`src/ppcu_pkg.sv`:
```
// ----------------------------------------------------------------------------
// ppcu_pkg
// Shared types and constants for the packed pattern cell unpacker.
// ----------------------------------------------------------------------------
package ppcu_pkg;

    localparam int unsigned DEF_MAX_CHANNELS = 32;
    localparam int unsigned DEF_MAX_ROWS     = 256;

    // cell layout
    localparam logic [4:0] FULL_CELL_MASK   = 5'h1E;
    localparam logic [7:0] NOTE_KEY_OFF_IN  = 8'h61;
    localparam logic [7:0] NOTE_KEY_OFF_OUT = 8'd121;
    localparam logic [7:0] NOTE_OFFSET      = 8'd12;
    localparam logic [7:0] NOTE_BITS        = 8'h7F;

    localparam int unsigned FIELD_NOTE  = 0;
    localparam int unsigned FIELD_INST  = 1;
    localparam int unsigned FIELD_VOL   = 2;
    localparam int unsigned FIELD_EFF   = 3;
    localparam int unsigned FIELD_PARAM = 4;

    // configuration register map
    localparam int unsigned CFG_ADDR_W    = 3;
    localparam logic        REG_CHANNELS  = 1'b0;
    localparam logic        REG_ROWS      = 1'b1;
    localparam logic [5:0]  CHANNELS_RST  = 6'd8;
    localparam logic [8:0]  ROWS_RST      = 9'd64;

    // queue between front and back
    localparam int unsigned QUEUE_DEPTH = 2;

    typedef struct packed {
        logic [7:0] pattern_byte;
    } byte_word_t;

    typedef struct packed {
        logic [7:0] note;
        logic [7:0] instrument;
        logic [7:0] volume;
        logic [7:0] effect;
        logic [7:0] param;
    } cell_raw_t;

    typedef struct packed {
        logic [7:0] note_value;
        logic [7:0] instrument_number;
        logic [7:0] volume_column;
        logic [7:0] effect_type;
        logic [7:0] effect_argument;
        logic [4:0] channel_index;
        logic [7:0] row_index;
        logic       pattern_done;
    } cell_word_t;

    typedef struct packed {
        logic [5:0] channel_count;
        logic [8:0] row_count;
    } cfg_t;

    typedef struct packed {
        logic at_start;
        logic ch_zero;
        logic row_zero;
    } pos_status_t;

endpackage

```
`src/ppcu_stream_if.sv`:
```
// ----------------------------------------------------------------------------
// ppcu_stream_if
// Valid/ready channel carrying one word of a given payload type.
// ----------------------------------------------------------------------------
interface ppcu_stream_if #(parameter type T = logic);

    logic valid;
    logic ready;
    T     data;

    modport source (output valid, output data, input ready);
    modport sink   (input valid, input data, output ready);

endinterface

```
`src/ppcu_front.sv`:
```
// ----------------------------------------------------------------------------
// ppcu_front
// Byte parser: tracks the presence mask and assembles one cell per push.
// ----------------------------------------------------------------------------
module ppcu_front
    import ppcu_pkg::*;
(
    input  logic             clk,
    input  logic             rst_n,
    ppcu_stream_if.sink      byte_in,
    output logic             push_valid,
    output cell_raw_t        push_data,
    input  logic             push_ready,
    output logic             at_start
);

    logic [4:0] mask_reg,  mask_next;
    logic [7:0] note_reg,  note_next;
    logic [7:0] inst_reg,  inst_next;
    logic [7:0] vol_reg,   vol_next;
    logic [7:0] eff_reg,   eff_next;
    logic [7:0] param_val;
    logic [7:0] b;
    logic       fire;

    assign byte_in.ready = push_ready;
    assign fire          = byte_in.valid && push_ready;
    assign b             = byte_in.data.pattern_byte;
    assign at_start      = (mask_reg == '0);

    always_comb
    begin
        mask_next = mask_reg;
        note_next = note_reg;
        inst_next = inst_reg;
        vol_next  = vol_reg;
        eff_next  = eff_reg;
        param_val = '0;
        if (fire)
        begin
            if (mask_reg == '0)
            begin
                // new cell: drop whatever the last one left
                note_next = '0;
                inst_next = '0;
                vol_next  = '0;
                eff_next  = '0;
                if (b[7])
                begin
                    mask_next = b[4:0];
                end
                else
                begin
                    note_next = b & NOTE_BITS;
                    mask_next = FULL_CELL_MASK;
                end
            end
            else if (mask_reg[FIELD_NOTE])
            begin
                note_next = b;
                mask_next[FIELD_NOTE] = 1'b0;
            end
            else if (mask_reg[FIELD_INST])
            begin
                inst_next = b;
                mask_next[FIELD_INST] = 1'b0;
            end
            else if (mask_reg[FIELD_VOL])
            begin
                vol_next = b;
                mask_next[FIELD_VOL] = 1'b0;
            end
            else if (mask_reg[FIELD_EFF])
            begin
                eff_next = b;
                mask_next[FIELD_EFF] = 1'b0;
            end
            else
            begin
                param_val = b;
                mask_next = '0;
            end
        end
    end

    // cell complete once the mask empties on an accepted byte
    assign push_valid = fire && (mask_next == '0);
    assign push_data  = '{note: note_next, instrument: inst_next, volume: vol_next,
                          effect: eff_next, param: param_val};

    always_ff @(posedge clk or negedge rst_n)
    begin
        if (!rst_n)
        begin
            mask_reg <= '0;
            note_reg <= '0;
            inst_reg <= '0;
            vol_reg  <= '0;
            eff_reg  <= '0;
        end
        else
        begin
            mask_reg <= mask_next;
            note_reg <= note_next;
            inst_reg <= inst_next;
            vol_reg  <= vol_next;
            eff_reg  <= eff_next;
        end
    end

endmodule

```
`src/ppcu_queue.sv`:
```
// ----------------------------------------------------------------------------
// ppcu_queue
// Short FIFO of assembled cells between the parser and the output stage.
// ----------------------------------------------------------------------------
module ppcu_queue
    import ppcu_pkg::*;
(
    input  logic      clk,
    input  logic      rst_n,
    input  logic      push_valid,
    input  cell_raw_t push_data,
    output logic      push_ready,
    output logic      pop_valid,
    output cell_raw_t pop_data,
    input  logic      pop_ready
);

    localparam int unsigned PTR_W = (QUEUE_DEPTH > 1) ? $clog2(QUEUE_DEPTH) : 1;
    localparam int unsigned CNT_W = $clog2(QUEUE_DEPTH + 1);
    localparam logic [CNT_W-1:0] FULL_CNT = CNT_W'(QUEUE_DEPTH);
    localparam logic [PTR_W-1:0] LAST_PTR = PTR_W'(QUEUE_DEPTH - 1);

    cell_raw_t        entry_reg [QUEUE_DEPTH];
    logic [PTR_W-1:0] wr_ptr_reg, wr_ptr_next;
    logic [PTR_W-1:0] rd_ptr_reg, rd_ptr_next;
    logic [CNT_W-1:0] count_reg,  count_next;
    logic             do_push, do_pop;

    assign push_ready = (count_reg != FULL_CNT);
    assign pop_valid  = (count_reg != '0);
    assign pop_data   = entry_reg[rd_ptr_reg];
    assign do_push    = push_valid && push_ready;
    assign do_pop     = pop_valid && pop_ready;

    always_comb
    begin
        wr_ptr_next = wr_ptr_reg;
        rd_ptr_next = rd_ptr_reg;
        count_next  = count_reg;
        if (do_push)
            wr_ptr_next = (wr_ptr_reg == LAST_PTR) ? '0 : wr_ptr_reg + 1'b1;
        if (do_pop)
            rd_ptr_next = (rd_ptr_reg == LAST_PTR) ? '0 : rd_ptr_reg + 1'b1;
        if (do_push && !do_pop)
            count_next = count_reg + 1'b1;
        else if (do_pop && !do_push)
            count_next = count_reg - 1'b1;
    end

    always_ff @(posedge clk or negedge rst_n)
    begin
        if (!rst_n)
        begin
            wr_ptr_reg <= '0;
            rd_ptr_reg <= '0;
            count_reg  <= '0;
        end
        else
        begin
            wr_ptr_reg <= wr_ptr_next;
            rd_ptr_reg <= rd_ptr_next;
            count_reg  <= count_next;
        end
    end

    always_ff @(posedge clk)
    begin
        if (do_push)
            entry_reg[wr_ptr_reg] <= push_data;
    end

endmodule

```
`src/ppcu_back.sv`:
```
// ----------------------------------------------------------------------------
// ppcu_back
// Output stage: remaps the note, stamps channel/row and registers the word.
// ----------------------------------------------------------------------------
module ppcu_back
    import ppcu_pkg::*;
#(
    parameter int unsigned MAX_CHANNELS = DEF_MAX_CHANNELS,
    parameter int unsigned MAX_ROWS     = DEF_MAX_ROWS
)
(
    input  logic          clk,
    input  logic          rst_n,
    input  cfg_t          cfg,
    input  logic          pop_valid,
    input  cell_raw_t     pop_data,
    output logic          pop_ready,
    ppcu_stream_if.source cell_out,
    output pos_status_t   pos_status
);

    localparam int unsigned CH_W  = (MAX_CHANNELS > 1) ? $clog2(MAX_CHANNELS) : 1;
    localparam int unsigned ROW_W = (MAX_ROWS > 1) ? $clog2(MAX_ROWS) : 1;
    localparam logic [6:0]  MAX_CH_V  = 7'(MAX_CHANNELS);
    localparam logic [9:0]  MAX_ROW_V = 10'(MAX_ROWS);

    logic [CH_W-1:0]  ch_reg,  ch_next;
    logic [ROW_W-1:0] row_reg, row_next;
    logic             out_valid_reg;
    cell_word_t       out_reg, out_next;
    logic [6:0]       nch, ch_plus;
    logic [9:0]       nrow, row_plus;
    logic             last_ch, last_row, take;
    logic [31:0]      ch_ext, row_ext;

    function automatic logic [7:0] remap_note(input logic [7:0] n);
        logic [7:0] r;
        if (n == NOTE_KEY_OFF_IN)
            r = NOTE_KEY_OFF_OUT;
        else if (n == '0)
            r = '0;
        else
            r = n + NOTE_OFFSET;
        return r;
    endfunction

    assign pop_ready = !out_valid_reg || cell_out.ready;
    assign take      = pop_valid && pop_ready;

    // zero counts act as one, large ones saturate
    assign nch  = ({1'b0, cfg.channel_count} == '0) ? 7'd1 :
                  (({1'b0, cfg.channel_count} > MAX_CH_V) ? MAX_CH_V
                                                          : {1'b0, cfg.channel_count});
    assign nrow = ({1'b0, cfg.row_count} == '0) ? 10'd1 :
                  (({1'b0, cfg.row_count} > MAX_ROW_V) ? MAX_ROW_V
                                                       : {1'b0, cfg.row_count});
    assign ch_plus  = 7'(ch_reg) + 7'd1;
    assign row_plus = 10'(row_reg) + 10'd1;
    assign last_ch  = (ch_plus >= nch);
    assign last_row = (row_plus >= nrow);
    assign ch_ext   = 32'(ch_reg);
    assign row_ext  = 32'(row_reg);

    always_comb
    begin
        ch_next  = ch_reg;
        row_next = row_reg;
        out_next = out_reg;
        if (take)
        begin
            out_next.note_value        = remap_note(pop_data.note);
            out_next.instrument_number = pop_data.instrument;
            out_next.volume_column     = pop_data.volume;
            out_next.effect_type       = pop_data.effect;
            out_next.effect_argument   = pop_data.param;
            out_next.channel_index     = ch_ext[4:0];
            out_next.row_index         = row_ext[7:0];
            out_next.pattern_done      = last_ch && last_row;
            if (last_ch)
            begin
                ch_next  = '0;
                row_next = last_row ? '0 : row_plus[ROW_W-1:0];
            end
            else
            begin
                ch_next = ch_plus[CH_W-1:0];
            end
        end
    end

    always_ff @(posedge clk or negedge rst_n)
    begin
        if (!rst_n)
        begin
            ch_reg        <= '0;
            row_reg       <= '0;
            out_valid_reg <= 1'b0;
        end
        else
        begin
            ch_reg  <= ch_next;
            row_reg <= row_next;
            if (pop_ready)
                out_valid_reg <= pop_valid;
        end
    end

    always_ff @(posedge clk)
    begin
        out_reg <= out_next;
    end

    assign cell_out.valid = out_valid_reg;
    assign cell_out.data  = out_reg;

    assign pos_status.at_start = !out_valid_reg && !pop_valid;
    assign pos_status.ch_zero  = (ch_reg == '0);
    assign pos_status.row_zero = (row_reg == '0);

endmodule

```
`src/packed_pattern_cell_unpacker.sv`:
```
// ----------------------------------------------------------------------------
// packed_pattern_cell_unpacker
// Rebuilds tracker pattern cells from a packed byte stream.
// ----------------------------------------------------------------------------
//  channel   dir  type                  word
//  byte_in   in   valid/ready stream    one packed pattern byte
//  cell_out  out  valid/ready stream    one decoded cell with channel/row
//  apb       in   APB write/read        channel_count @0x0, row_count @0x4
//
//  One byte accepted per cycle while the queue has room; after its last
//  byte a cell passes the parser push, queue and output register.
//  The two-entry cell queue decouples parser and output stage: byte_in.ready
//  drops only when the queue is full, i.e. after cell_out stalls for a while.
//  rst_n clears the parse mask, channel/row position and registers to
//  channel_count 8, row_count 64.
// ----------------------------------------------------------------------------
module packed_pattern_cell_unpacker
    import ppcu_pkg::*;
#(
    parameter int unsigned MAX_CHANNELS = DEF_MAX_CHANNELS,
    parameter int unsigned MAX_ROWS     = DEF_MAX_ROWS
)
(
    input  logic                  clk,
    input  logic                  rst_n,
    input  logic                  psel,
    input  logic                  penable,
    input  logic                  pwrite,
    input  logic [CFG_ADDR_W-1:0] paddr,
    input  logic [31:0]           pwdata,
    output logic [31:0]           prdata,
    output logic                  pready,
    ppcu_stream_if.sink           byte_in,
    ppcu_stream_if.source         cell_out
);

    cfg_t        cfg_reg;
    logic        cfg_wr;
    logic        reg_sel;
    logic        push_valid, push_ready;
    cell_raw_t   push_data;
    logic        pop_valid, pop_ready;
    cell_raw_t   pop_data;
    logic        front_at_start;
    pos_status_t pos_status;

    assign pready  = 1'b1;
    assign reg_sel = paddr[2];
    assign cfg_wr  = psel && penable && pwrite;

    always_ff @(posedge clk or negedge rst_n)
    begin
        if (!rst_n)
        begin
            cfg_reg.channel_count <= CHANNELS_RST;
            cfg_reg.row_count     <= ROWS_RST;
        end
        else if (cfg_wr)
        begin
            case (reg_sel)
                REG_CHANNELS: cfg_reg.channel_count <= pwdata[5:0];
                REG_ROWS:     cfg_reg.row_count     <= pwdata[8:0];
                default:      ;
            endcase
        end
    end

    always_comb
    begin
        case (reg_sel)
            REG_CHANNELS: prdata = {26'd0, cfg_reg.channel_count};
            REG_ROWS:     prdata = {23'd0, cfg_reg.row_count};
            default:      prdata = '0;
        endcase
    end

    ppcu_front u_front (
        .clk        (clk),
        .rst_n      (rst_n),
        .byte_in    (byte_in),
        .push_valid (push_valid),
        .push_data  (push_data),
        .push_ready (push_ready),
        .at_start   (front_at_start)
    );

    ppcu_queue u_queue (
        .clk        (clk),
        .rst_n      (rst_n),
        .push_valid (push_valid),
        .push_data  (push_data),
        .push_ready (push_ready),
        .pop_valid  (pop_valid),
        .pop_data   (pop_data),
        .pop_ready  (pop_ready)
    );

    ppcu_back #(
        .MAX_CHANNELS (MAX_CHANNELS),
        .MAX_ROWS     (MAX_ROWS)
    ) u_back (
        .clk        (clk),
        .rst_n      (rst_n),
        .cfg        (cfg_reg),
        .pop_valid  (pop_valid),
        .pop_data   (pop_data),
        .pop_ready  (pop_ready),
        .cell_out   (cell_out),
        .pos_status (pos_status)
    );

    // a cell pushed with no room would be lost
    a_no_overflow: assert property (@(posedge clk) disable iff (!rst_n)
        push_valid |-> push_ready)
        else $error("cell pushed into full queue");

    // the last cell of a pattern leaves the position at channel 0, row 0
    a_done_wraps: assert property (@(posedge clk) disable iff (!rst_n)
        (cell_out.valid && cell_out.data.pattern_done)
            |-> (pos_status.ch_zero && pos_status.row_zero))
        else $error("pattern_done without position wrap");

    // a pushed cell is visible at the queue head on the next cycle when idle
    a_push_flows: assert property (@(posedge clk) disable iff (!rst_n)
        (push_valid && pos_status.at_start) |=> pop_valid)
        else $error("pushed cell not visible at queue head");

    // a cell that begins and ends on one byte needs a mask byte
    a_single_byte_cell: assert property (@(posedge clk) disable iff (!rst_n)
        (push_valid && front_at_start) |-> byte_in.data.pattern_byte[7])
        else $error("single-byte cell without mask flag");

endmodule

```
`src/flat_wrapper.sv`:
```
// flat-port wrapper written by rule: the top's interface ports become plain ports
module packed_pattern_cell_unpacker_flat import ppcu_pkg::*;
#(
    parameter int unsigned MAX_CHANNELS = DEF_MAX_CHANNELS,
    parameter int unsigned MAX_ROWS     = DEF_MAX_ROWS
)
  (clk, rst_n, psel, penable, pwrite, paddr, pwdata, prdata, pready, byte_in_valid, byte_in_data, byte_in_ready, cell_out_valid, cell_out_data, cell_out_ready);
  ppcu_stream_if #(.T(byte_word_t)) byte_in_i ();
  ppcu_stream_if #(.T(cell_word_t)) cell_out_i ();
  input  logic clk;
  input  logic rst_n;
  input  logic psel;
  input  logic penable;
  input  logic pwrite;
  input  logic [CFG_ADDR_W-1:0] paddr;
  input  logic [31:0] pwdata;
  output logic [31:0] prdata;
  output logic pready;
  input wire logic [$bits(byte_in_i.valid)-1:0] byte_in_valid;
  input wire logic [$bits(byte_in_i.data)-1:0] byte_in_data;
  output wire logic [$bits(byte_in_i.ready)-1:0] byte_in_ready;
  output wire logic [$bits(cell_out_i.valid)-1:0] cell_out_valid;
  output wire logic [$bits(cell_out_i.data)-1:0] cell_out_data;
  input wire logic [$bits(cell_out_i.ready)-1:0] cell_out_ready;
  assign byte_in_i.valid = byte_in_valid;
  assign byte_in_i.data = byte_in_data;
  assign byte_in_ready = byte_in_i.ready;
  assign cell_out_valid = cell_out_i.valid;
  assign cell_out_data = cell_out_i.data;
  assign cell_out_i.ready = cell_out_ready;
  packed_pattern_cell_unpacker #(.MAX_CHANNELS(MAX_CHANNELS), .MAX_ROWS(MAX_ROWS)) u_core (.clk(clk), .rst_n(rst_n), .psel(psel), .penable(penable), .pwrite(pwrite), .paddr(paddr), .pwdata(pwdata), .prdata(prdata), .pready(pready), .byte_in(byte_in_i), .cell_out(cell_out_i));
endmodule
```
`config.mk`:
```
export PLATFORM = sky130hd
export DESIGN_NAME = packed_pattern_cell_unpacker_flat
export DESIGN_NICKNAME = d
export VERILOG_FILES = /design/src/ppcu_pkg.sv /design/src/ppcu_stream_if.sv /design/src/ppcu_front.sv /design/src/ppcu_queue.sv /design/src/ppcu_back.sv /design/src/packed_pattern_cell_unpacker.sv /design/src/flat_wrapper.sv
export SDC_FILE = /design/constraint.sdc
export NUM_CORES = 1
export LEC_CHECK = 0
export ABC_CLOCK_PERIOD_IN_PS = 9000
export BUFFER_PORTS_ARGS = -buffer_cell sky130_fd_sc_hd__clkbuf_2
export CAP_MARGIN = 15
export CELL_PAD_IN_SITES_DETAIL_PLACEMENT = 0
export CELL_PAD_IN_SITES_GLOBAL_PLACEMENT = 1
export CORE_MARGIN = 3
export CORE_UTILIZATION = 30
export CTS_CLUSTER_DIAMETER = 60
export DETAILED_ROUTE_END_ITERATION = 6
export GPL_TIMING_DRIVEN = 0
export PLACE_DENSITY_LB_ADDON = 0.1
export SKIP_CTS_REPAIR_TIMING = 1
export SYNTH_ARGS = -nofsm -noshare
export SYNTH_HDL_FRONTEND = slang
export SYNTH_SLANG_ARGS = --single-unit
```
`constraint.sdc`:
```
create_clock -name clk -period 9 [get_ports clk]
set_input_delay 1.35 -clock clk [delete_from_list [all_inputs] [get_ports clk]]
set_output_delay 1.35 -clock clk [all_outputs]
set_load 0.1 [all_outputs]
```
Word-level counts from Yosys, hierarchy flattened
Memory sizes are Yosys's and may differ from the RTL's.
Index checks and enable logic that the tools add are counted.

operators by class
  reduce and logical (&&, ||, !) cells = 24
  mux-type cells = 46
  eq/ne operators = 2
  bitwise logic cells = 1
  order comparisons = 4
  $add $sub $neg = 7

operators with widths
  kind                                            number
  2-to-1 mux 8 bit                                25
  case mux 32 bit (2 select lines)                1
  2-to-1 mux 5 bit                                4
  2-to-1 mux 9 bit                                2
  2-to-1 mux 7 bit                                2
  2-to-1 mux 6 bit                                2
  logical NOT 5 bit                               2
  adder 8 x 1 -> 9 bit (second input constant)    1
  >= comparator 9 bit                             1
  > comparator 9 bit (second input constant)      1
  logical AND 1 bit                               9
  logical NOT 9 bit                               1
  adder 8 x 4 -> 8 bit (second input constant)    1
  == test 8 x 7 -> 1 bit (second input constant)  1
  logical NOT 8 bit                               1
  adder 5 x 1 -> 6 bit (second input constant)    1
  >= comparator 6 bit                             1
  > comparator 6 bit (second input constant)      1
  logical NOT 6 bit                               1
  2-to-1 mux 2 bit                                3
  AND reduction 2 bit                             3
  2-to-1 mux 1 bit                                5
  2-to-1 mux 4 bit                                1
  nonzero test 2 bit                              2
  other kinds (9)                                 12

word-level totals
  register bits = 124
  memories = 1
  output and inout port bits = 89
  bits of input ports = 50
  bits in writable memories = 80

memories
  memory                    words  bits a word  rd ports  clocked after Yosys merged registers in  wr ports  RTL line          source
  u_core.u_queue.entry_reg  2      40           1         0                                        1         ppcu_queue.sv:23  cell_raw_t entry_reg [QUEUE_DEPTH];

Logic depth before layout (Yosys ltp)
Gate-level depths: netlist (run 1).

  depth after elaboration = 13
  mapped depth = 12

Hierarchy
Synthesis (run 1) repeated with hierarchy kept, for this count alone.

unflattened totals
  cells, all modules = 632
  area total of the unflattened synthesis = 8908.5 um2

modules (own cells, without submodules)
  module                        sequential area each (um2)  times used  area an instance (um2)  cells each
  ppcu_queue                    2502.4                      1           3284.4                  143
  ppcu_back                     1971.9                      1           3055.4                  239
  ppcu_front                    925.9                       1           1696.6                  182
  packed_pattern_cell_unpacker  377.9                       1           872.1                   68

Worst setup path after synthesis (run 1)
Ideal clock, no wire load.

  path type = input port to output port
  start = input port paddr[2]
  end = output port prdata[5]
  buffers on the path = 1
  arrival time = 3.680 ns
  required time = 7.650 ns
  setup slack = 3.970 ns
  stages = 2
  cell sequence = clkbuf_1 > o21ai_0

on the way
  longest elaborated chain between the ends = 2

RTL lines
  what                                RTL line                            source
  from (decl)                         flat_wrapper.sv:15                  input logic [CFG_ADDR_W-1:0] paddr;
  inverter 1 bit                      packed_pattern_cell_unpacker.sv:70  case (reg_sel)
  case mux 32 bit (2 select lines) *  packed_pattern_cell_unpacker.sv:70
  to (decl)                           flat_wrapper.sv:17                  output logic [31:0] prdata;

Every way passes the cells marked *; elsewhere a longest branch is shown, timed or not. The select of a mux whose other input is x is not followed.

Worst setup path in the final report (run 1)
  start = input port paddr[2]
  end = output port prdata[1]

The elaborated chain is that of the path after synthesis.

==> results summary, run 1 <==
The run finished with clean final reports. The share of post-route cells with drive strength above 1 is 0.298. The total of flip-flops plus latches after synthesis is 204. The first-pass iteration count of the detailed router is 4. The library cell used most frequently in the layout, excluding fill and tap cells, is edfxtp_1. STA classifies the critical path startpoint as a primary input. After legalization and detailed placement, the total HPWL measured 11900 um. Entering global routing, the biggest net connects 61 pins.

Max-cap violations in this run came to 0. The clock tree from TritonCTS is yes. The first-pass GRT wire length is 28600 um.

The share of the clock period used by the worst path came out at 0.440. The tightest hold margin came out at 0.505 ns. The initial utilization of the core area, before any placement, comes to 0.309. The number of placement rows came out at 60. The count of nets left with antenna violations once routing finished came out at 0.

The total number of nets in the final design came out at 794. The async set-or-reset flop fraction in the synthesized netlist is 0.343. The width of the chip is 174 um. The max-slew headroom at the worst pin is 0.443.

The clock slew at the register clock pins of the worst setup and hold paths came out at 0.06 ns. The number of design rule violations left after detail routing came out at 0. For this run, the top clock speed supported by timing is 0.253 GHz. The clock latency reported for the late side of the worst-skew pair came out at 0.51 ns. The max-slew violation total from the final report is 0. The tightest min-delay check is of the flip-flop to flip-flop type. At the pin with the least slew margin, the transition time is 0.835 ns.

The signed area change from the synthesized netlist to the final layout is 22.7%. At the worst endpoint, the arrival time is 2.61 ns. STA classifies the critical path endpoint as a primary output. For this run, the share of the core covered by cells in the final layout is 0.379.

For this design, the sink count on the clock tree is 204. In the routed layout, each cell is associated on average with a via count of 4.36. Setup repair after global routing left no endpoint under its margin.

The flip-flop count of the largest register after layout is 80. The register area share after synthesis is 0.685. After detailed routing, the total wire length is 17900 um. The highest net fanout along the worst path is 10. In this run the number of H-tree levels came out at 1. Buffers inserted during clock tree synthesis total 24. The cell area that synthesis handed to floorplanning was 0.00844 mm2.

The first-iteration detailed-routing DRC count is 309. The smallest clock period supported by the final layout is computed as 3.96 ns. The routed layout has 4862 vias. The via count of the first global-routing pass is 5174. From bottom edge to top edge, the die measures 174 um.

The all-layer global routing usage is 0.118. The initial antenna violation count was 0. The detailed-route wire length per cell came out at 16.0 um.

The mean cell area of the mapped netlist is 14.4 um2. The worst hold path stage count is 2. The setup clock skew after layout is 0.0141 ns. The instance count of the mapped netlist came out at 584. The worst hold path terminates at u_core.u_back.cell_out.valid$_DFFE_PN0N_. In this run the critical register-to-register path is launched from u_core.u_back.row_reg[0]$_DFFE_PN0P_.

The number of warnings printed during yosys synthesis is 0. The floorplan step defined a core boundary enclosing 0.0273 mm2. The startpoint identified for the worst hold timing path is u_core.u_back.cell_out.valid$_DFFE_PN0N_.

The data required time at the worst endpoint is 7.65 ns. The hold violation count in the final report is 0. The global-route congestion overflow total is 0. The floorplan die area is 0.0302 mm2. The endpoint identified for the worst register-to-register timing path is u_core.u_back.row_reg[0]$_DFFE_PN0P_.

The number of distinct standard cells referenced by the synthesized netlist came out at 48. The count of buffers added on input and output ports is 89. The setup slack of the worst register-to-register path came out at 5.86 ns. Clock tree synthesis selected as its root buffer the cell clkbuf_16. The startpoint-to-endpoint class of the critical path is primary input to primary output. The weighted congestion at the end of routability-driven global placement came out at 0.739. The diode insertion count for antenna repair is 0. The number of I/O pins is 139. The deepest clock path buffer count is 3.

The number of enable flip-flop cells after synthesis came out at 134. The aggregate negative setup slack is 0 ns. Among all flip-flop cells after synthesis, the most frequent one is edfxtp_1. The number of cells on the worst reg-to-reg path is 11. Setup violations remaining at the end of the flow were counted as 0. The library cells used most frequently in the layout, excluding fill and tap cells, are edfxtp_1, clkbuf_2, dfrtp_1.
==> per-stage QoR <==
step	cell area, um2	setup slack [ns]	std cells
after global routing	10400	4.97	1114
after detailed placement	9510	5.04	1070
after global placement	9430	2.78	1067
after floorplan	8520	3.97	606
final	10400	5.04	1114
after CTS	10400	5.04	1114
==> worst max-delay path: stages <==
cell	delay, ns
clkbuf_2	0.09
clkbuf_1	0.38
mux2_2	0.41
clkbuf_2	0.37
==> metal layers <==
metal / share of wire / up-vias / track usage / routed length, um
met2: 0.48 / 123 / 0.197 / 8570
met3: 0.064 / 25 / 0.0335 / 1150
li1: - / 2344 / - / -
met5: 0 / - / 0 / 0
met1: 0.44 / 2370 / 0.153 / 7770
met4: 0.020 / 0 / 0.0275 / 361
==> logic make-up after synthesis <==
group                    count (synthesis)  synth area share
flip-flops                             204             0.685
multiplexers                            78             0.101
buffers and inverters                   47            0.0335
AND/OR/NAND/NOR                        161            0.0905
adder cells (fa/ha/maj)                 20            0.0297
AO/OA/AOI/OAI                           53            0.0390
XOR/XNOR                                19            0.0206
other                                    2          0.000890
==> worst max-delay path by stage <==
stage | end | startpoint
3_3_place_gp | u_core.u_queue.entry_reg[0][10]$_DFFE_PP_ | byte_in_data[7]
4_1_cts | prdata[3] | paddr[2]
2_1_floorplan | prdata[5] | paddr[2]
5_1_grt | prdata[3] | paddr[2]
3_5_place_dp | prdata[3] | paddr[2]
6_report | prdata[1] | paddr[2]
==> cell type report <==
| cell class | count | area [um2] |
|---|---|---|
| inverter | 9 | 36.3 |
| tap | 372 | 465 |
| multi-input combinational | 355 | 2470 |
| clock buffer | 31 | 637 |
| timing repair buffer | 92 | 508 |
| buffer | 38 | 249 |
| sequential | 204 | 5780 |
| clock inverter | 13 | 205 |
| fill | 2680 | 17000 |
==> Yosys cell counts, types with 13 or more instances <==
cell type	number	share of area
mux2i_1	22	0.026
mux2_2	56	0.075
a21oi_1	15	0.0089
nor2_1	46	0.020
nand2_1	54	0.024
dfrtp_1	68	0.20
o21ai_0	19	0.011
and2_1	13	0.0096
ha_1	20	0.030
edfxtp_1	134	0.48
buf_4	24	0.021
nand3_1	14	0.0083
Power of run 1 is left out: the tool's default activity adds up to more than one toggle a clock period on the data nets, which glitch-free logic cannot reach.
==> run 2, diff against run 1 <==
Settings changed: ABC_AREA set to 1, ABC_CLOCK_PERIOD_IN_PS 9000 to 3400.
Clock period 9 ns to 3.4 ns, I/O delays scaled along.
==> results summary, run 2 <==
In this run the tool buffered the top-level ports with 89 buffer cells. In the final design database the tool counted 998 nets. The height of the die came out at 176 um. The data arrival time of the critical path is 3.24 ns. The pin count of the biggest net entering global routing is 37.

In this design, the stage delay of the slowest critical-path cell is 0.48 ns. The area taken by multi-input logic gates came out at 0.00244 mm2. The run finished, with violations left. After synthesis, the largest family of logic cells by area is simple AND/OR/NAND/NOR gates.

After synthesis the cells add up to 0.00871 mm2. Once detailed placement completed, the half-perimeter wirelength came to 13400 um. The biggest area contributor in the post-synthesis netlist is edfxtp_1.

The library cell used as clock root buffer is clkbuf_16. The final-layout fill cell count came out at 2820. The diode insertion count for antenna repair is 0. The max-slew violation total from the final report is 0.

Of the total synthesized cell area, the portion taken by full adders, half adders and majority gates is 0.0287. The complex-gate fraction of the synthesized area was 0.0600. Using the TritonRoute via totals, the vias-per-cell ratio works out to 4.14. The highest net fanout along the worst path came out at 8. The minimum setup slack after placement is 0.634 ns. Setup repair after global routing left no endpoint under its margin. The first-iteration detailed-routing DRC count came out at 304.

The portion of netlist area occupied by mux cells is 0.00603. For this run, the total global-route usage over all layers was measured as 0.126. STA classifies the critical path startpoint as a flip-flop.

The first-pass iteration count of the detailed router came out at 4. The share of the clock period used by the worst path came out at 0.819. The number of design rule violations left after detail routing is 0.

For this block, the routed nets add up to 19200 um of wire. After floorplanning, the core was sized to cover 0.0282 mm2. Setup violations remaining at the end of the flow were counted as 0.

The sequential cell area is 0.00578 mm2. The first-pass GRT wire length came out at 30900 um. The number of cells on the worst reg-to-reg path came out at 12. For the worst setup path, the data required time is 3.86 ns. Synthesis produced 784 cells. The total of flip-flops plus latches after synthesis came out at 204. The via count of the first global-routing pass came out at 5512. At the pin with the least slew margin, the transition time is 0.584 ns. The async set-or-reset flop fraction in the synthesized netlist is 0.343. The deepest clock path buffer count is 3. A synthesized cell averages 11.1 um2. The path class of the tightest hold or removal check is primary input to async pin. For this configuration, the core starts out at a cell density of 0.309. The clock slew at the register clock pins of the worst setup and hold paths came out at 0.05 ns.

After global routing the overflow that remains totals 0. The number of buffers and inverters on the critical path is 1. The number of buffers created by CTS came out at 26. The detail route stage leaves a number of antenna-violating nets equal to 0. The number of enable flip-flop cells after synthesis came out at 134. The die covers 0.0311 mm2.

The clock tree from TritonCTS is yes. The area share of the largest cell type after synthesis is 0.462. The top cell types in the final layout, fill and taps aside, are nand2_1, edfxtp_1, clkbuf_2. Among all stages on the critical path, the largest delay is contributed by dfrtp_1. The detailed-route wire length per cell is 14.5 um. The flip-flop count of the largest register after layout is 80. The minimum clock period came out at 2.78 ns.

The checks that failed: hold timing. The achievable clock frequency is 0.359 GHz. The weighted congestion at the end of routability-driven global placement is 0.799. Across all hold checks on the routed design, the worst slack comes to -0.00273 ns. The kind of cell adding the most delay to the critical path is simple AND/OR/NAND/NOR gates. Of the total synthesized cell area, the portion taken by XOR and XNOR cells is 0.0141. Measured along the x axis, the die boundary spans 176 um. The worst path meets setup with 0.616 ns of slack.

The commonest register cell after synthesis is edfxtp_1. The signed area change from the synthesized netlist to the final layout came out at 23.2%. The count of H-tree levels built during CTS came out at 1. Counting distinct cell types in the post-synthesis netlist gives 42. The detailed-route via count came out at 5496. The number of warnings printed during yosys synthesis came out at 0. After synthesis, the cell types taking the most area are edfxtp_1, dfrtp_1, nand2_1. The number of placement rows came out at 61. In the synthesized netlist, the cells that appear most often are nand2_1, edfxtp_1, inv_1, dfrtp_1, nor2_1. The register area share after synthesis came out at 0.663. The endpoint type of the worst setup path is a flip-flop. The most common cell in the synthesized netlist is nand2_1. The library cell used most frequently in the layout, excluding fill and tap cells, is nand2_1. The number of sinks on the clock net came out at 204. The number of cells on the critical path came out at 12. The initial antenna violation count is 0. The aggregate negative setup slack came out at 0 ns. The share of post-route cells with drive strength above 1 is 0.216. The setup clock skew after layout came out at 0.0127 ns. The clock latency reported for the late side of the worst-skew pair is 0.52 ns. The signal on the critical path passes through ha_1 -> nand3_1 -> nor3_1 -> xnor2_1 -> inv_1 -> ha_1 -> a21oi_1 -> o21a_1 -> nand3_1 -> nor2_1 -> nand3_1 -> nand2_1. The max-slew headroom at the worst pin is 0.611. Counting stages on the worst path, the most repeated cell is nand3_1.

The number of max-cap violations is 0. The number of I/O pins came out at 139. Of the total synthesized cell area, the portion taken by AND, OR, NAND and NOR gates is 0.160. The startpoint-to-endpoint class of the critical path is flip-flop to flip-flop. The hold violation count in the final report came out at 2.
## run 2: changes by cell type in the layout (fill, tap and decap cells not counted), sizes merged, moves of 6 or more
cell,change
a21oi,+14
a22o,-6
and2,-13
inv,+70
mux2,-54
mux2i,-19
nand2,+175
nand2b,-8
nand3,+18
nor2,+6
o211ai,+7
o21ai,+31
xnor2,-9
## run 2: area by class of cell
| type | instances | area share |
|---|---|---|
| plain buffers | 41 | 0.0264 |
| clock buffers | 28 | 0.0622 |
| clock inverters | 20 | 0.0230 |
| inverters | 78 | 0.0277 |
| multi-input cells | 483 | 0.228 |
| flip-flops and latches | 204 | 0.538 |
| well taps | 378 | 0.0440 |
| repair buffers | 94 | 0.0510 |
## run 2: metal layers
layer | up-vias | GRT usage | part of all wire
met1 | 2499 | 0.168 | 0.46
met4 | 0 | 0.0347 | 0.026
met3 | 34 | 0.0237 | 0.035
met5 | - | 0 | 0
met2 | 99 | 0.212 | 0.48
li1 | 2864 | - | -
## run 2: stage by stage
step / cell area (um2) / hold WS (ns) / std cells / utilization
floorplan: 8800 / 0.214 / 806 / -
global placement: 9720 / 0.456 / 1273 / 0.344
detailed placement: 9820 / 0.466 / 1278 / 0.348
CTS: 10700 / 0.00111 / 1326 / 0.380
global route: 10700 / 0.0201 / 1326 / 0.380
finish: 10700 / -0.00273 / 1326 / 0.380
## run 2: logic make-up after synthesis
group	after synthesis
xor gates and xnor gates	14
buffers and inverters	119
and+or+nand+nor	329
AOI/OAI and AO/OA	91
muxes	5
DFF	204
other	2
adders and majority gates	20
## run 2: final timing paths
check | start | to | slack, ns
worst max register to register | u_core.u_back.row_reg[0]$_DFFE_PN0P_ | u_core.u_back.row_reg[3]$_DFFE_PN0P_ | 0.62
worst min register to register | u_core.u_queue.wr_ptr_reg$_DFFE_PN0P_ | u_core.u_queue.wr_ptr_reg$_DFFE_PN0P_ | 0.47
max in group asynchronous | rst_n | u_core.cfg_reg[12]$_DFFE_PN1P_ | 2.76
min in group clk | cell_out_ready | u_core.u_back.cell_out.valid$_DFFE_PN0N_ | 0.21
worst max-delay path | u_core.u_back.row_reg[0]$_DFFE_PN0P_ | u_core.u_back.row_reg[3]$_DFFE_PN0P_ | 0.62
worst min-delay path | rst_n | u_core.u_back.row_reg[3]$_DFFE_PN0P_ | -0.003
## run 2: worst reg2reg max path, stage by stage (launching register included)
cell and delay, ns:
dfrtp_1 0.48, ha_1 0.24, nand3_1 0.13, nor3_1 0.28
xnor2_1 0.16, inv_1 0.08, ha_1 0.33, a21oi_1 0.16
o21a_1 0.13, nand3_1 0.09, nor2_1 0.42, nand3_1 0.14
nand2_1 0.10
Power of run 2 is left out for the same reason.
==> run 3, diff against run 2 <==
Settings changed: ABC_CLOCK_PERIOD_IN_PS 3400 to 2800.
Clock period 3.4 ns to 2.8 ns, I/O delays scaled along.
==> results summary, run 3 (synthesis gave the netlist of run 2 again) <==
The flow ran to the end, and the final reports show no timing, DRC or antenna violations. The setup clock skew after layout came out at 0.0160 ns. Along the worst path, the maximum fanout reaches 6. The most critical setup path has its endpoint at u_core.u_back.cell_out.data[0]$_DFFE_PP_. The achievable clock frequency came out at 0.396 GHz. The weighted congestion at the end of routability-driven global placement is 0.765.

The clock slew at the register clock pins of the worst setup and hold paths came out at 0.06 ns. The aggregate negative setup slack came out at 0 ns. The data required time at the worst endpoint came out at 3.07 ns. In the final routed layout, each cell accounts on average for 14.6 um. For met3 alone, demand over resource in global routing was 0.0260. For flop-to-flop paths, the worst setup slack is 0.28 ns. CTS built an H-tree with a depth of 1. The number of max-cap violations is 0.

The initial antenna violation count is 0. The detailed-route via count is 5536. Counting instances, the worst hold path has a depth of 2. STA puts the critical path data arrival time at 2.80 ns.

After global routing the overflow that remains totals 0. After global routing, the most crowded layer is met2. The initial core utilization came out at 0.309. The detailed-route vias per instance is 4.17. The first global-routing pass estimated 31000 um of wire. The global routing met1 resource utilization came out at 0.169. The floorplan die area came out at 0.0311 mm2. The worst setup path is captured at a flip-flop.

The die is 176 um wide. The number of sinks on the clock net is 204. The hold violation count in the final report came out at 0. The startpoint-to-endpoint class of the critical path is flip-flop to flip-flop. The share of the clock period used by the worst path is 0.901. The largest individual stage delay along the critical path comes from the cell dfrtp_1. Across the whole layout, storage elements account for 0.00578 mm2. Entering global routing, the biggest net connects 37 pins. The area of the core is 0.0282 mm2. After layout, the minimum clock period comes to 2.52 ns.

The tightest hold margin came out at 0.0911 ns. The path type of the worst min-delay path is primary input to flip-flop. The via count of the first global-routing pass is 5578. Setup repair after global routing left no endpoint under its margin. The height of the die is 176 um.

The max-slew violation total from the final report is 0. The final standard cell utilization of the core came out at 0.379. The met2 track utilization from global routing came out at 0.213. The peak per-stage delay on the critical path is 0.47 ns. Setup violations remaining at the end of the flow were counted as 0.

The critical register-to-register path startpoint is u_core.u_back.row_reg[0]$_DFFE_PN0P_. The first-pass iteration count of the detailed router came out at 5. The final-layout fill cell count is 2845. The number of I/O pins came out at 139.

The number of buffers created by CTS is 26. The detailed placement HPWL came out at 13200 um. The tree is rooted in a clkbuf_16. The critical path starts at u_core.u_back.row_reg[0]$_DFFE_PN0P_. In this run the critical register-to-register path is captured at u_core.u_back.cell_out.data[0]$_DFFE_PP_. The transition time of the tightest slew-check pin is 0.648 ns. Measured against its own limit, the worst slew margin works out to 0.567.

The register with the most flip-flops in the layout has 80 of them. The number of cells on the worst reg-to-reg path came out at 11. The longest clock path from root to sink contains 3 buffers. The final wirelength is 19400 um. The area taken by multi-input logic gates came out at 0.00247 mm2. The top cell types in the final layout, fill and taps aside, are nand2_1, edfxtp_1, clkbuf_2. The library cell used most frequently in the layout, excluding fill and tap cells, is nand2_1.

The net count of the finished layout is 999. The all-layer global routing usage came out at 0.127. The floorplan has 61 rows. Walking the worst path, the cells encountered are ha_1 -> nand3_1 -> nor3_2 -> xnor2_1 -> inv_1 -> ha_1 -> a21oi_1 -> o21a_1 -> nand3_1 -> o21ai_0 -> inv_1.

The area growth from synthesis to layout is 23.0%. The diode insertion count for antenna repair is 0. The kind of start point of the critical path is a flip-flop. The clock tree from TritonCTS is yes. The number of design rule violations left after detail routing is 0. The first-iteration detailed-routing DRC count is 241. In the final layout, the share of cells above drive strength 1 is 0.220. The residual antenna-violating net count after detailed routing is 0.

Port buffering added 89 buffers. The clock reaches the later pin of the worst-skew pair after 0.52 ns.
-- run 3: cell types whose count changed in the layout (fill, tap and decap cells not counted), sizes merged --
cell / delta
bufinv: -4
dlygate4sd3: +1
clkinvlp: -2
clkinv: -4
inv: +1
clkbuf: +9
-- run 3: cell type report --
class,count,share of cell area
Timing Repair Buffer,95,0.0521
Tap cell,378,0.0441
Inverter,78,0.0280
Buffer,41,0.0265
Clock inverter,11,0.00981
Sequential cell,204,0.540
Clock buffer,37,0.0692
Multi-Input combinational cell,483,0.231
-- run 3: worst min-delay path by stage --
stage                                           from  slack [ns]                                        to
2_1_floorplan                                  rst_n        0.12             u_core.cfg_reg[0]$_DFFE_PN0P_
3_3_place_gp   u_core.u_queue.wr_ptr_reg$_DFFE_PN0P_        0.45     u_core.u_queue.wr_ptr_reg$_DFFE_PN0P_
3_5_place_dp                                   rst_n        0.47      u_core.u_back.row_reg[5]$_DFFE_PN0P_
4_1_cts                                        rst_n        -0.1      u_core.u_back.row_reg[5]$_DFFE_PN0P_
5_1_grt                               cell_out_ready        0.08  u_core.u_back.cell_out.valid$_DFFE_PN0N_
6_report                              cell_out_ready        0.09  u_core.u_back.cell_out.valid$_DFFE_PN0N_
-- run 3: through the flow --
| step | setup slack (ns) | cell area [um2] | cells |
|---|---|---|---|
| floorplan | 0.0221 | 8820 | 806 |
| global placement | -1.04 | 9740 | 1273 |
| detailed placement | 0.0119 | 9840 | 1278 |
| CTS | -0.0318 | 10700 | 1326 |
| global route | 0.0644 | 10700 | 1327 |
| finish | 0.276 | 10700 | 1327 |
-- run 3: critical path: cells and delay by family, from the launching register on --
kind / cells / cell delay, ns
fa+ha+maj: 2 / 0.55
compound gates: 3 / 0.52
flops: 1 / 0.47
simple gates: 3 / 0.46
xor+xnor: 1 / 0.14
buf+inv: 2 / 0.14
-- run 3: routing by layer --
layer	vias to the layer above	wire length (um)
met1	2556	8840
met3	27	795
li1	2857	-
met5	-	0
met4	0	372
met2	96	9370
Power of run 3 is left out for the same reason.
